`src/hw/rtl/trsp_pkg.sv`:
```
package trsp_pkg;

    localparam int unsigned BYTE_W    = 8;
    localparam int unsigned NUM_SLOTS = 12;
    localparam int unsigned IDX_W     = 4;
    localparam int unsigned KEEP_SLOT = 4;
    localparam int unsigned PEND_W    = 7;

    localparam int unsigned HEADER_BYTES_DEF = 4;
    localparam int unsigned LONG_SKIP_DEF    = 6;

    localparam logic [BYTE_W-1:0] TAG_END  = 8'h00;
    localparam logic [BYTE_W-1:0] TAG_LONG = 8'hFF;

    typedef logic [NUM_SLOTS-1:0][BYTE_W-1:0] slot_vec_t;

    // Slot 11 first, slot 0 last
    localparam slot_vec_t SLOT_DEFAULT = {
        8'hFF, 8'hFF, 8'h00, 8'hFF, 8'hFF, 8'hFF,
        8'h00, 8'h00, 8'h00, 8'h00, 8'hFF, 8'hFF
    };

    typedef struct packed {
        logic      would_dump;
        logic      load;
        slot_vec_t slots;
    } dump_req_t;

endpackage

```
`src/hw/rtl/trsp_parser.sv`:
```
module trsp_parser #(
    parameter int unsigned HEADER_BYTES = trsp_pkg::HEADER_BYTES_DEF,
    parameter int unsigned LONG_SKIP    = trsp_pkg::LONG_SKIP_DEF
) (
    input  logic                        clk,
    input  logic                        rst_n,
    input  logic                        in_fire,
    input  logic [trsp_pkg::BYTE_W-1:0] data_byte,
    input  logic                        record_start,
    output trsp_pkg::dump_req_t         dump_req
);
    import trsp_pkg::*;

    localparam int unsigned HdrW  = (HEADER_BYTES > 0) ? $clog2(HEADER_BYTES + 1) : 1;
    localparam int unsigned SkipW = $clog2(LONG_SKIP + 1);

    localparam logic [2:0] PH_IDLE   = 3'd0;
    localparam logic [2:0] PH_HEADER = 3'd1;
    localparam logic [2:0] PH_TAG    = 3'd2;
    localparam logic [2:0] PH_SKIP   = 3'd3;
    localparam logic [2:0] PH_VALUE  = 3'd4;

    logic [2:0]        phase_reg, phase_next, eff_phase;
    logic [HdrW-1:0]   hdr_reg, hdr_next, eff_hdr, hdr_dec;
    logic [SkipW-1:0]  skip_reg, skip_next, eff_skip, skip_dec;
    logic [PEND_W-1:0] pend_reg, pend_next, eff_pend;
    slot_vec_t         slots_reg, slots_next, eff_slots;
    logic              dump;

    always_comb
    begin
        eff_phase = phase_reg;
        eff_hdr   = hdr_reg;
        eff_skip  = skip_reg;
        eff_pend  = pend_reg;
        eff_slots = slots_reg;

        // A start drops whatever record was in progress
        if (record_start)
        begin
            for (int k = 0; k < NUM_SLOTS; k++)
            begin
                if (k != KEEP_SLOT)
                begin
                    eff_slots[k] = SLOT_DEFAULT[k];
                end
            end
            eff_skip = '0;
            eff_pend = '0;
            if (HEADER_BYTES == 0)
            begin
                eff_hdr   = '0;
                eff_phase = PH_TAG;
            end
            else
            begin
                eff_hdr   = HdrW'(HEADER_BYTES);
                eff_phase = PH_HEADER;
            end
        end

        hdr_dec  = (eff_hdr != '0) ? eff_hdr - HdrW'(1) : '0;
        skip_dec = (eff_skip != '0) ? eff_skip - SkipW'(1) : '0;

        phase_next = eff_phase;
        hdr_next   = eff_hdr;
        skip_next  = eff_skip;
        pend_next  = eff_pend;
        slots_next = eff_slots;
        dump       = 1'b0;

        case (eff_phase)
            PH_HEADER:
            begin
                hdr_next = hdr_dec;
                if (hdr_dec == '0)
                begin
                    phase_next = PH_TAG;
                end
            end
            PH_TAG:
            begin
                if (data_byte == TAG_END)
                begin
                    phase_next = PH_IDLE;
                    dump       = 1'b1;
                end
                else if (data_byte == TAG_LONG)
                begin
                    skip_next  = SkipW'(LONG_SKIP);
                    phase_next = PH_SKIP;
                end
                else if (!data_byte[BYTE_W-1])
                begin
                    skip_next  = SkipW'(1);
                    phase_next = PH_SKIP;
                end
                else
                begin
                    pend_next  = data_byte[PEND_W-1:0];
                    phase_next = PH_VALUE;
                end
            end
            PH_SKIP:
            begin
                skip_next = skip_dec;
                if (skip_dec == '0)
                begin
                    phase_next = PH_TAG;
                end
            end
            PH_VALUE:
            begin
                // Tags past the last slot consume the value and drop it
                if (eff_pend < PEND_W'(NUM_SLOTS))
                begin
                    slots_next[eff_pend[IDX_W-1:0]] = data_byte;
                end
                phase_next = PH_TAG;
            end
            default:
            begin
                phase_next = PH_IDLE;
            end
        endcase
    end

    always_ff @(posedge clk or negedge rst_n)
    begin
        if (!rst_n)
        begin
            phase_reg <= PH_IDLE;
            hdr_reg   <= '0;
            skip_reg  <= '0;
            pend_reg  <= '0;
            slots_reg <= '0;
        end
        else if (in_fire)
        begin
            phase_reg <= phase_next;
            hdr_reg   <= hdr_next;
            skip_reg  <= skip_next;
            pend_reg  <= pend_next;
            slots_reg <= slots_next;
        end
    end

    assign dump_req.would_dump = dump;
    assign dump_req.load       = in_fire && dump;
    assign dump_req.slots      = eff_slots;

endmodule

```
`src/hw/rtl/trsp_dump.sv`:
```
module trsp_dump (
    input  logic                        clk,
    input  logic                        rst_n,
    input  trsp_pkg::dump_req_t         dump_req,
    input  logic                        out_stall,
    output logic                        out_valid,
    output logic [trsp_pkg::IDX_W-1:0]  slot_index,
    output logic [trsp_pkg::BYTE_W-1:0] slot_value,
    output logic                        last_slot,
    output logic                        freeing
);
    import trsp_pkg::*;

    logic            busy_reg, busy_next;
    logic [IDX_W-1:0] cnt_reg, cnt_next;
    slot_vec_t       buf_reg, buf_next;
    logic            beat;

    assign beat    = busy_reg && !out_stall;
    assign freeing = beat && last_slot;

    always_comb
    begin
        busy_next = busy_reg;
        cnt_next  = cnt_reg;
        buf_next  = buf_reg;
        if (dump_req.load)
        begin
            busy_next = 1'b1;
            cnt_next  = '0;
            buf_next  = dump_req.slots;
        end
        else if (beat)
        begin
            // Advance to the next slot; drop out of busy after the last one
            if (last_slot)
            begin
                busy_next = 1'b0;
            end
            cnt_next = cnt_reg + IDX_W'(1);
            buf_next = buf_reg >> BYTE_W;
        end
    end

    always_ff @(posedge clk or negedge rst_n)
    begin
        if (!rst_n)
        begin
            busy_reg <= 1'b0;
            cnt_reg  <= '0;
        end
        else
        begin
            busy_reg <= busy_next;
            cnt_reg  <= cnt_next;
        end
    end

    always_ff @(posedge clk)
    begin
        buf_reg <= buf_next;
    end

    assign out_valid  = busy_reg;
    assign slot_index = cnt_reg;
    assign slot_value = buf_reg[0];
    assign last_slot  = (cnt_reg == IDX_W'(NUM_SLOTS - 1));

`ifndef SYNTHESIS
    a_no_overwrite: assert property (@(posedge clk) disable iff (!rst_n)
        dump_req.load |-> (!busy_reg || freeing))
        else $error("dump loaded over a dump still in flight");

    a_dump_continues: assert property (@(posedge clk) disable iff (!rst_n)
        (beat && !last_slot) |=> (out_valid && slot_index == $past(slot_index) + IDX_W'(1)))
        else $error("dump stopped before the last slot");

    a_dump_ends: assert property (@(posedge clk) disable iff (!rst_n)
        (freeing && !dump_req.load) |=> !out_valid)
        else $error("dump ran past the last slot");
`endif

endmodule

```
`src/hw/rtl/tagged_record_settings_parser_unit.sv`:
```
// Tagged record settings parser: one record byte per input beat.
// Input: one byte accepted per cycle; a byte ending a record is held off while an
//   earlier dump is still in flight, unless its last slot beat is taken that cycle.
// Output: the dump starts in the cycle after the end tag is accepted and delivers
//   twelve slot beats, one per cycle while out_stall is low, through the dump shift register.
// Reset: parser idle, all setting slots zero, no dump in flight.
module tagged_record_settings_parser_unit #(
    parameter int unsigned HEADER_BYTES = trsp_pkg::HEADER_BYTES_DEF,
    parameter int unsigned LONG_SKIP    = trsp_pkg::LONG_SKIP_DEF
) (
    input  logic                        clk,
    input  logic                        rst_n,
    input  logic                        in_valid,
    output logic                        in_stall,
    input  logic [trsp_pkg::BYTE_W-1:0] data_byte,
    input  logic                        record_start,
    output logic                        out_valid,
    input  logic                        out_stall,
    output logic [trsp_pkg::IDX_W-1:0]  slot_index,
    output logic [trsp_pkg::BYTE_W-1:0] slot_value,
    output logic                        last_slot
);
    import trsp_pkg::*;

    dump_req_t dump_req;
    logic      in_fire;
    logic      freeing;

    // Hold off only a byte that would start a new dump while the dump register
    // is still busy and is not handing over its last beat in this cycle.
    assign in_stall = dump_req.would_dump && out_valid && !freeing;
    assign in_fire  = in_valid && !in_stall;

    // Parse state and the twelve setting slots; a dump request carries a
    // snapshot of the slots as they stand at the end tag.
    trsp_parser #(
        .HEADER_BYTES (HEADER_BYTES),
        .LONG_SKIP    (LONG_SKIP)
    ) u_parser (
        .clk          (clk),
        .rst_n        (rst_n),
        .in_fire      (in_fire),
        .data_byte    (data_byte),
        .record_start (record_start),
        .dump_req     (dump_req)
    );

    // Result register: shift the snapshot out one slot per beat.
    trsp_dump u_dump (
        .clk        (clk),
        .rst_n      (rst_n),
        .dump_req   (dump_req),
        .out_stall  (out_stall),
        .out_valid  (out_valid),
        .slot_index (slot_index),
        .slot_value (slot_value),
        .last_slot  (last_slot),
        .freeing    (freeing)
    );

`ifndef SYNTHESIS
    a_stall_only_on_dump: assert property (@(posedge clk) disable iff (!rst_n)
        in_stall |-> (dump_req.would_dump && out_valid))
        else $error("input held off without a dump clash");

    a_dump_follows_end: assert property (@(posedge clk) disable iff (!rst_n)
        (in_fire && dump_req.would_dump) |=> (out_valid && slot_index == '0))
        else $error("end tag accepted but no dump started");

    a_last_on_final: assert property (@(posedge clk) disable iff (!rst_n)
        (out_valid && last_slot) |-> (slot_index == IDX_W'(NUM_SLOTS - 1)))
        else $error("last slot flag on wrong index");
`endif

endmodule
```
`config.mk`:
```
export PLATFORM = sky130hd
export DESIGN_NAME = tagged_record_settings_parser_unit
export DESIGN_NICKNAME = d
export VERILOG_FILES = /design/src/hw/rtl/trsp_pkg.sv /design/src/hw/rtl/trsp_parser.sv /design/src/hw/rtl/trsp_dump.sv /design/src/hw/rtl/tagged_record_settings_parser_unit.sv
export SDC_FILE = /design/constraint.sdc
export NUM_CORES = 1
export LEC_CHECK = 0
export BUFFER_PORTS_ARGS = -buffer_cell sky130_fd_sc_hd__buf_2
export CORE_MARGIN = 3
export CORE_UTILIZATION = 45
export CTS_CLUSTER_DIAMETER = 60
export DETAILED_ROUTE_END_ITERATION = 6
export SETUP_SLACK_MARGIN = 0.15
export SLEW_MARGIN = 5
export SYNTH_ARGS = -nofsm -noshare
export SYNTH_HDL_FRONTEND = slang
export SYNTH_SLANG_ARGS = --single-unit
```
`constraint.sdc`:
```
create_clock -name clk -period 8.3 [get_ports clk]
set_clock_uncertainty 0.15 [all_clocks]
set_input_delay 0.83 -clock clk [delete_from_list [all_inputs] [get_ports clk]]
set_output_delay 0.83 -clock clk [all_outputs]
set_load 0.02 [all_outputs]
```
* After elaboration in Yosys (flattened, before gate mapping)
Cells that the tools add are included.
** Word-level totals
- Register bits after elaboration :: 213
- Input bits :: 13
- Output and inout bits :: 15
- Word-level logic and storage cells :: 98
** Cells by class
- Add/subtract/negate cells :: 3
- Magnitude comparators :: 3
- Eq/ne operators :: 6
- Mux-type cells :: 37
- Reductions and logical operators :: 19
** Operators with widths (number)
- $mux 96 :: 4
- $bwmux 96 :: 1
- $mux 56 :: 1
- $mux 3 :: 14
- $mux 7 :: 5
- $demux 8 s4 :: 1
- $mux 32 :: 1
- $pmux 3 s4 :: 1
- $eq 8x8->1 const B :: 1
- $logic_not 8->1 :: 1
- $mux 4 :: 2
- $mux 8 :: 1
- $logic_and 1x1->1 :: 7
- $lt 7x4->1 const B :: 1
- $eq 3x2->1 const B :: 2
- $logic_not 3->1 :: 2
- $pmux 3 s2 :: 1
- $reduce_bool 3->1 :: 2
- $sub 3x1->3 const B :: 2
- $lt 4x5->1 const B :: 1
- $mux 1 :: 5
- $add 4x1->4 const B :: 1
- $eq 4x4->1 const B :: 1
- $ge 4x1->1 const B :: 1
- 6 further kinds :: 9

* Depth between registers and ports, before layout
Gate-level depths: netlist of the first run.
- Word-level depth :: 10
- Depth in mapped cells :: 11
- Mapped depth without buffers :: 9

* Hierarchy
From an unflattened synthesis of the first run, not the netlist that was laid out.
** Second synthesis, totals
- Cell total of the unflattened synthesis :: 741
- Area, all modules :: 9800.6 um2
** By module, submodules not included
- trsp_parser :: times used 1, cells each 503, area an instance 5442.7 um2, sequential area each 2802.7 um2
- trsp_dump :: times used 1, cells each 235, area an instance 4342.9 um2, sequential area each 3007.9 um2
- tagged_record_settings_parser_unit :: times used 1, cells each 3, area an instance 15.0 um2, sequential area each 0.0 um2

* Least setup slack after synthesis of the first run
Ideal clock, no wire load.
- Path kind :: input to register
- Start :: input port data_byte[7] (netlist name)
- End :: register u_dump.buf_reg[10] (netlist name), enable pin
- Library setup time :: 0.414 ns
- Arrival :: 3.062 ns
- Required time :: 7.736 ns
- Setup slack :: 4.675 ns
- Stages on the path :: 6
- Buffers on the path :: 2
- Cell sequence :: buf_2 nor4_1 and2_0 and4_1 buf_2 or2_2
** Between the ends
- Cells in the longest elaborated chain, start to end :: 9
** Ends and longest elaborated chain
- start, declared :: line tagged_record_settings_parser_unit.sv:15 : input logic [trsp_pkg::BYTE_W-1:0] data_byte,
- $logic_not 8->1 (*) :: line trsp_parser.sv:83 : if (data_byte == TAG_END)
- $mux 1 (*) :: line trsp_parser.sv:83
- $mux 1 (*) :: line trsp_parser.sv:72 : case (eff_phase)
- $logic_and 1x1->1 (2 in series) :: line tagged_record_settings_parser_unit.sv:31 : assign in_stall = dump_req.would_dump && out_valid && !freeing;
- $logic_not 1->1 :: line tagged_record_settings_parser_unit.sv:32 : assign in_fire = in_valid && !in_stall;
- $logic_and 1x1->1 :: line tagged_record_settings_parser_unit.sv:32
- $logic_and 1x1->1 (*) :: line trsp_parser.sv:149 : assign dump_req.load = in_fire && dump;
- $reduce_bool 2->1 (no source line) (*)
- end signal, assigned :: line trsp_dump.sv:61 : buf_reg <= buf_next;
- end, declared :: line trsp_dump.sv:16 : slot_vec_t buf_reg, buf_next;
Every way passes the cells marked *; elsewhere a longest branch is shown, timed or not.
A chain may end at the register's enable or synchronous reset.

==> flow_metrics.tcl, run 1 <==
set metrics [dict create \
    grt-ovfl-total 0 \
    placed_cells 1103 \
    slew_viol_final 0 \
    grt.met2_usage_pct 33.8 \
    busiest_layer "met2" \
    power_density_nw_per_um2 223 \
    synthTopCellsByArea "dfrtp_1 31%, edfxtp_1 31%, nor2_1 5.7%" \
    min_period_ns 3.80 \
    yosys.cell_types.count 57 \
    vias 6571 \
    cts_root_buf "clkbuf_16" \
    nNetsFinal 877 \
    setup_violations 0 \
    netlist_area_um2 9350 \
    dp_hpwl_um 13100 \
    cp.arrival_ns 3.87 \
    cts.sinks 213 \
    required_ns 8.37 \
    clock_path_buffers 3 \
    fillers 1794 \
    std_cell_rows 52 \
    area_delta_synth_final_pct 11.7 \
    status "completed" \
    fin_setup_tns_ns 0 \
    cts_setup_buffers 0 \
    gp_congestion 0.829 \
    finalCritPeriodShare_pct 45.8 \
    cts_hold_buf 0 \
    synthArstFlopShare_pct 54.9 \
    max_freq_ghz 0.263 \
    yosysWarnings 0 \
    wl_per_cell_um 19.1 \
    timing.slew.headroom_pct 29.5 \
    insertedDiodeCount 0 \
    static-leakage-power_nw 3.90 \
    cts_tree "done" \
    clock_latency_ns 0.51 \
    seq_area_frac_synth_pct 62.2 \
    antenna_found_initial 0 \
    met3_usage_pct 3.07 \
    ant_nets 0 \
    crit_fanout 90 \
    ioPinCount 28 \
    synth_top_flop_cell "dfrtp_1" \
    ir_drop_mv 0.160 \
    synth_top_cell_by_area "dfrtp_1" \
    drc 0 \
    dr.pass1.iters 4 \
    endpoint_kind "flip-flop" \
    rsz0062_at_grt "no" \
    vias_per_cell 5.73 \
    yosysMostFrequentCell "nor2_1" \
    die_h_um 150 \
    ys_ff_latch 213 \
    netlist.area_leader.share_pct 31.3 \
    die_width_um 150 \
    die_area_um2 22500 \
    initial_core_util_pct 46.1 \
    worst_pin_slew_ns 1.06 \
    syn_area_per_cell_um2 10.9 \
    port_buffers 27 \
    drive_gt1_share_pct 11.2 \
    synth_edf_count 96 \
    ff2ff_setup_slack_ns 4.96 \
    cts_max_level 1 \
    layoutNonFillerInstCount 1147 \
    initialDrtViolationCount 556 \
    worstHoldPathType "input pin to async pin" \
    netlist_instances 859 \
    cts_resized 0 \
    cts_buffers 24 \
    synth_common_cells "143 x nor2_1, 129 x nand2_1, 117 x dfrtp_1" \
    grt_max_degree 91 \
    crit_type "input pin to flip-flop" \
    grt.total_usage_pct 19.9 \
    design.core.area_um2 20300 \
    grt_pass1_wl_um 35700 \
    finalHoldViolCount 0 \
    finalWirelength_um 21900 \
    grt_pass1_vias 6653 \
    clk_pin_slew_ns 0.06 \
    met1_usage_pct 27.2 \
    start_kind "input pin" \
    syn_nets 877 \
    cap_violations 0 \
]
-- placed cells by master, fill, tap and decap left out, types with 5 or more instances in the layout --
master     Yosys  layout
clkinv_2       0       5
clkbuf_16      0      25
ha_1           5       5
a21oi_1        7       7
edfxtp_1      96      96
nor3_1        54      54
inv_1          9       9
nor2b_1        9       9
dfrtp_1      117     117
buf_2         15      26
nand3_1        6       6
o22ai_1        6       6
a22o_1        31      31
buf_4          8       9
nor2_1       143     143
nand2_1      129     129
nand4_1        7       7
mux2_2        10      10
o21ai_0       47      47
o22a_1        41      41
o21a_1         6       6
o2bb2ai_1      5       5
o32a_1        12      12
-- kinds of logic after synthesis --
family                   Yosys count  share of synthesized area [%]
AND/OR/NAND/NOR                  380                           18.1
multiplexers                      14                           1.63
XOR/XNOR                           4                          0.375
flip-flops                       213                           62.2
AO/OA/AOI/OAI                    171                           13.5
adder cells (fa/ha/maj)            5                          0.669
buffers and inverters             72                           3.49
-- through the flow --
step	total power [mW]	utilization, %	hold slack, ns	setup slack (ns)	cell area, um^2
2_1_floorplan	1.20	-	0.281	4.67	9350
3_3_place_gp	1.23	47.3	0.292	4.11	9600
3_5_place_dp	1.24	47.3	0.299	3.98	9600
4_1_cts	2.35	51.4	0.155	4.53	10400
5_1_grt	2.41	51.4	0.178	4.19	10400
6_report	2.33	51.4	0.142	4.50	10400
-- worst paths after layout --
kind | startpoint | to | cells past startpoint
max | record_start | u_dump.buf_reg[79] | 8
min | rst_n | u_parser.slots_reg[74] | 1
max reg2reg | u_parser.phase_reg[1] | u_dump.buf_reg[91] | 5
min reg2reg | u_parser.slots_reg[74] | u_parser.slots_reg[74] | 2
max in group asynchronous | rst_n | async pin | 2
min in group clk | u_parser.slots_reg[74] | u_parser.slots_reg[74] | 2
-- power by group --
group | switching, mW | internal, mW
combinational | 0.0734 | 0.0256
clock | 0.420 | 0.692
sequential | 0.0128 | 1.11
total | 0.506 | 1.82
-- routing by layer --
metal	up-vias	part of all wire, %
met5	-	0
met4	0	1.8
met3	29	5.2
met2	163	49
met1	3325	44
li1	3054	-
-- worst max-delay path, stage by stage --
cell and delay [ns]:
buf_2 0.53, buf_4 0.64, nor2_1 0.14, and2_1 0.22, nand4_1 0.10, buf_4 0.34
buf_4 0.76, o21ai_0 0.24
-- final cells by class --
cell class	instances	area (um^2)	area share (%)
Clock buffer	30	664	6.36
Clock inverter	14	176	1.69
Inverter	11	41.3	0.395
Multi-Input combinational cell	574	3220	30.8
Sequential cell	213	5810	55.6
Tap cell	270	338	3.23
Timing Repair Buffer	35	198	1.89
No activity file was read; power rests on OpenSTA's default activity.
==> run 2: changes to the inputs <==
clock period = 3.21 ns   (was 8.3 ns; I/O delays follow)
==> run 2 against run 1 <==
  * Global-route usage rose by 0.45 points
  * Routed wire length up 3.3%
  * Sequential cell count unchanged
  * Final area is 1.4% higher
  * Core utilization rose by 0.71 points
  * Setup slack lost 4.1 ns
  * Non-clock buffer count rose by 13
  * Via count grew 0.41%
  * Sequential power grew to 2.6 times the previous value
  * Die area unchanged
  * Worst hold slack worse by 0.084 ns
  * Critical path type is now flip-flop to flip-flop
  * Critical endpoint is now u_parser.slots_reg[30]
  * Largest cell class unchanged
==> flow_metrics.tcl, run 2 (synthesized netlist as in run 1, its figures left out) <==
set metrics [dict create \
    crit_buf_inv 0 \
    cp.arrival_ns 3.00 \
    cts_buffers 24 \
    required_ns 3.45 \
    gp_congestion 0.823 \
    crit_type "flip-flop to flip-flop" \
    grt-ovfl-total 0 \
    vias 6598 \
    final_cell_mix "143 x nor2_1, 129 x nand2_1, 117 x dfrtp_1" \
    cts_setup_buffers 0 \
    clk_pin_slew_ns 0.06 \
    die_h_um 150 \
    cts_resized 0 \
    static-leakage-power_nw 3.97 \
    ant_nets 0 \
    std_cell_rows 52 \
    initialDrtViolationCount 523 \
    wl_per_cell_um 19.5 \
    ir_drop_mv 0.430 \
    design.core.area_um2 20300 \
    dr.pass1.iters 5 \
    finalCritPeriodShare_pct 86.0 \
    cap_violations 0 \
    slew_viol_final 0 \
    worst_pin_slew_ns 0.860 \
    grt_pass1_vias 6676 \
    cts_tree "done" \
    dp_hpwl_um 14100 \
    area_delta_synth_final_pct 13.2 \
    grt.total_usage_pct 20.3 \
    cts_max_level 1 \
    grt_max_degree 127 \
    layout_commonest_cell "nor2_1" \
    ioPinCount 28 \
    critical-path-slowest-cell "o21a_1" \
    port_buffers 27 \
    crit_fanout 22 \
    status "completed" \
    worstHoldPathType "input pin to flip-flop" \
    start_kind "flip-flop" \
    drc 0 \
    layoutNonFillerInstCount 1159 \
    rsz0062_at_grt "no" \
    drive_gt1_share_pct 12.0 \
    clock_latency_ns 0.51 \
    cp_slowest_stage_delay_ns 0.71 \
    worstPathCellList "ha_1, nand3b_1, o2111ai_1, o21a_1, o21ai_1, a22o_1" \
    fin_setup_tns_ns 0 \
    antenna_found_initial 0 \
    setup_violations 0 \
    cts_root_buf "clkbuf_16" \
    endpoint_kind "flip-flop" \
    min_period_ns 2.76 \
    vias_per_cell 5.69 \
    finalHoldViolCount 0 \
    nNetsFinal 890 \
    path_delay_family "compound AO/OA/AOI/OAI gates" \
    placed_cells 1115 \
    insertedDiodeCount 0 \
    die_width_um 150 \
    cts.sinks 213 \
    power_density_nw_per_um2 567 \
    grt_pass1_wl_um 36100 \
    timing.slew.headroom_pct 42.7 \
    initial_core_util_pct 46.1 \
    clock_path_buffers 3 \
    finalWirelength_um 22600 \
    die_area_um2 22500 \
    max_freq_ghz 0.362 \
]
run 2: changes by cell type in the layout (fill, tap and decap cells not counted), moves of 2 or more:
cell	change
clkinv_2	-5
clkinv_1	-2
buf_12	+4
clkbuf_8	+4
buf_4	+8
clkbuf_1	+4
bufinv_16	-2
run 2: stage by stage:
stage | cell area [um^2] | power [mW] | utilization, % | setup slack (ns) | hold slack [ns]
after floorplan | 9350 | 3.10 | - | 0.503 | -0.125
after global placement | 9740 | 3.20 | 48.0 | 0.570 | 0.286
after detailed placement | 9740 | 3.22 | 48.0 | 0.494 | 0.302
after CTS | 10600 | 6.05 | 52.2 | 0.483 | 0.0236
after global routing | 10600 | 6.19 | 52.2 | 0.300 | 0.0916
final | 10600 | 6.00 | 52.2 | 0.451 | 0.0577
run 2: final cells by class:
cell class	count	area, um^2
fill	1841	9710
sequential	213	5810
multi-input combinational	574	3220
clock buffer	39	759
timing repair buffer	48	348
tap	270	338
clock inverter	4	75.1
inverter	11	41.3
run 2: worst paths after layout:
kind,depth (start not counted),endpoint,slack [ns],startpoint
setup / recovery,6,u_parser.slots_reg[30],0.45,u_dump.slot_index[0]
hold / removal,3,u_dump.out_valid,0.06,out_stall
setup reg to reg,6,u_parser.slots_reg[30],0.45,u_dump.slot_index[0]
hold reg to reg,2,u_parser.slots_reg[77],0.32,u_parser.slots_reg[77]
max in group asynchronous,3,u_parser.slots_reg[54],1.82,rst_n
min in group asynchronous,2,u_parser.hdr_reg[2],0.29,rst_n
run 2: what timing repair did:
action | 4_1_cts | 5_1_grt
endpoints found under the hold margin | 54 | 0
hold buffers | 1 | 0
endpoints found under the setup margin | 0 | 0
run 2: routing by layer:
layer | GRT usage, % | up-vias | share of wire (%)
met5 | 0 | - | 0
met4 | 5.22 | 0 | 2.0
met3 | 3.16 | 36 | 4.7
met2 | 34.7 | 156 | 49
met1 | 27.4 | 3326 | 44
li1 | - | 3080 | -
run 2: power breakdown:
part	switching, mW	internal (mW)
clock network	1.06	1.77
logic	0.198	0.0779
registers	0.0331	2.86
run 2: worst min-delay path, delay by kind of cell:
| family | cells | cell delay (ns) |
|---|---|---|
| buffers and inverters | 1 | 0.10 |
| AO/OA/AOI/OAI | 1 | 0.16 |
| AND/OR/NAND/NOR | 1 | 0.09 |
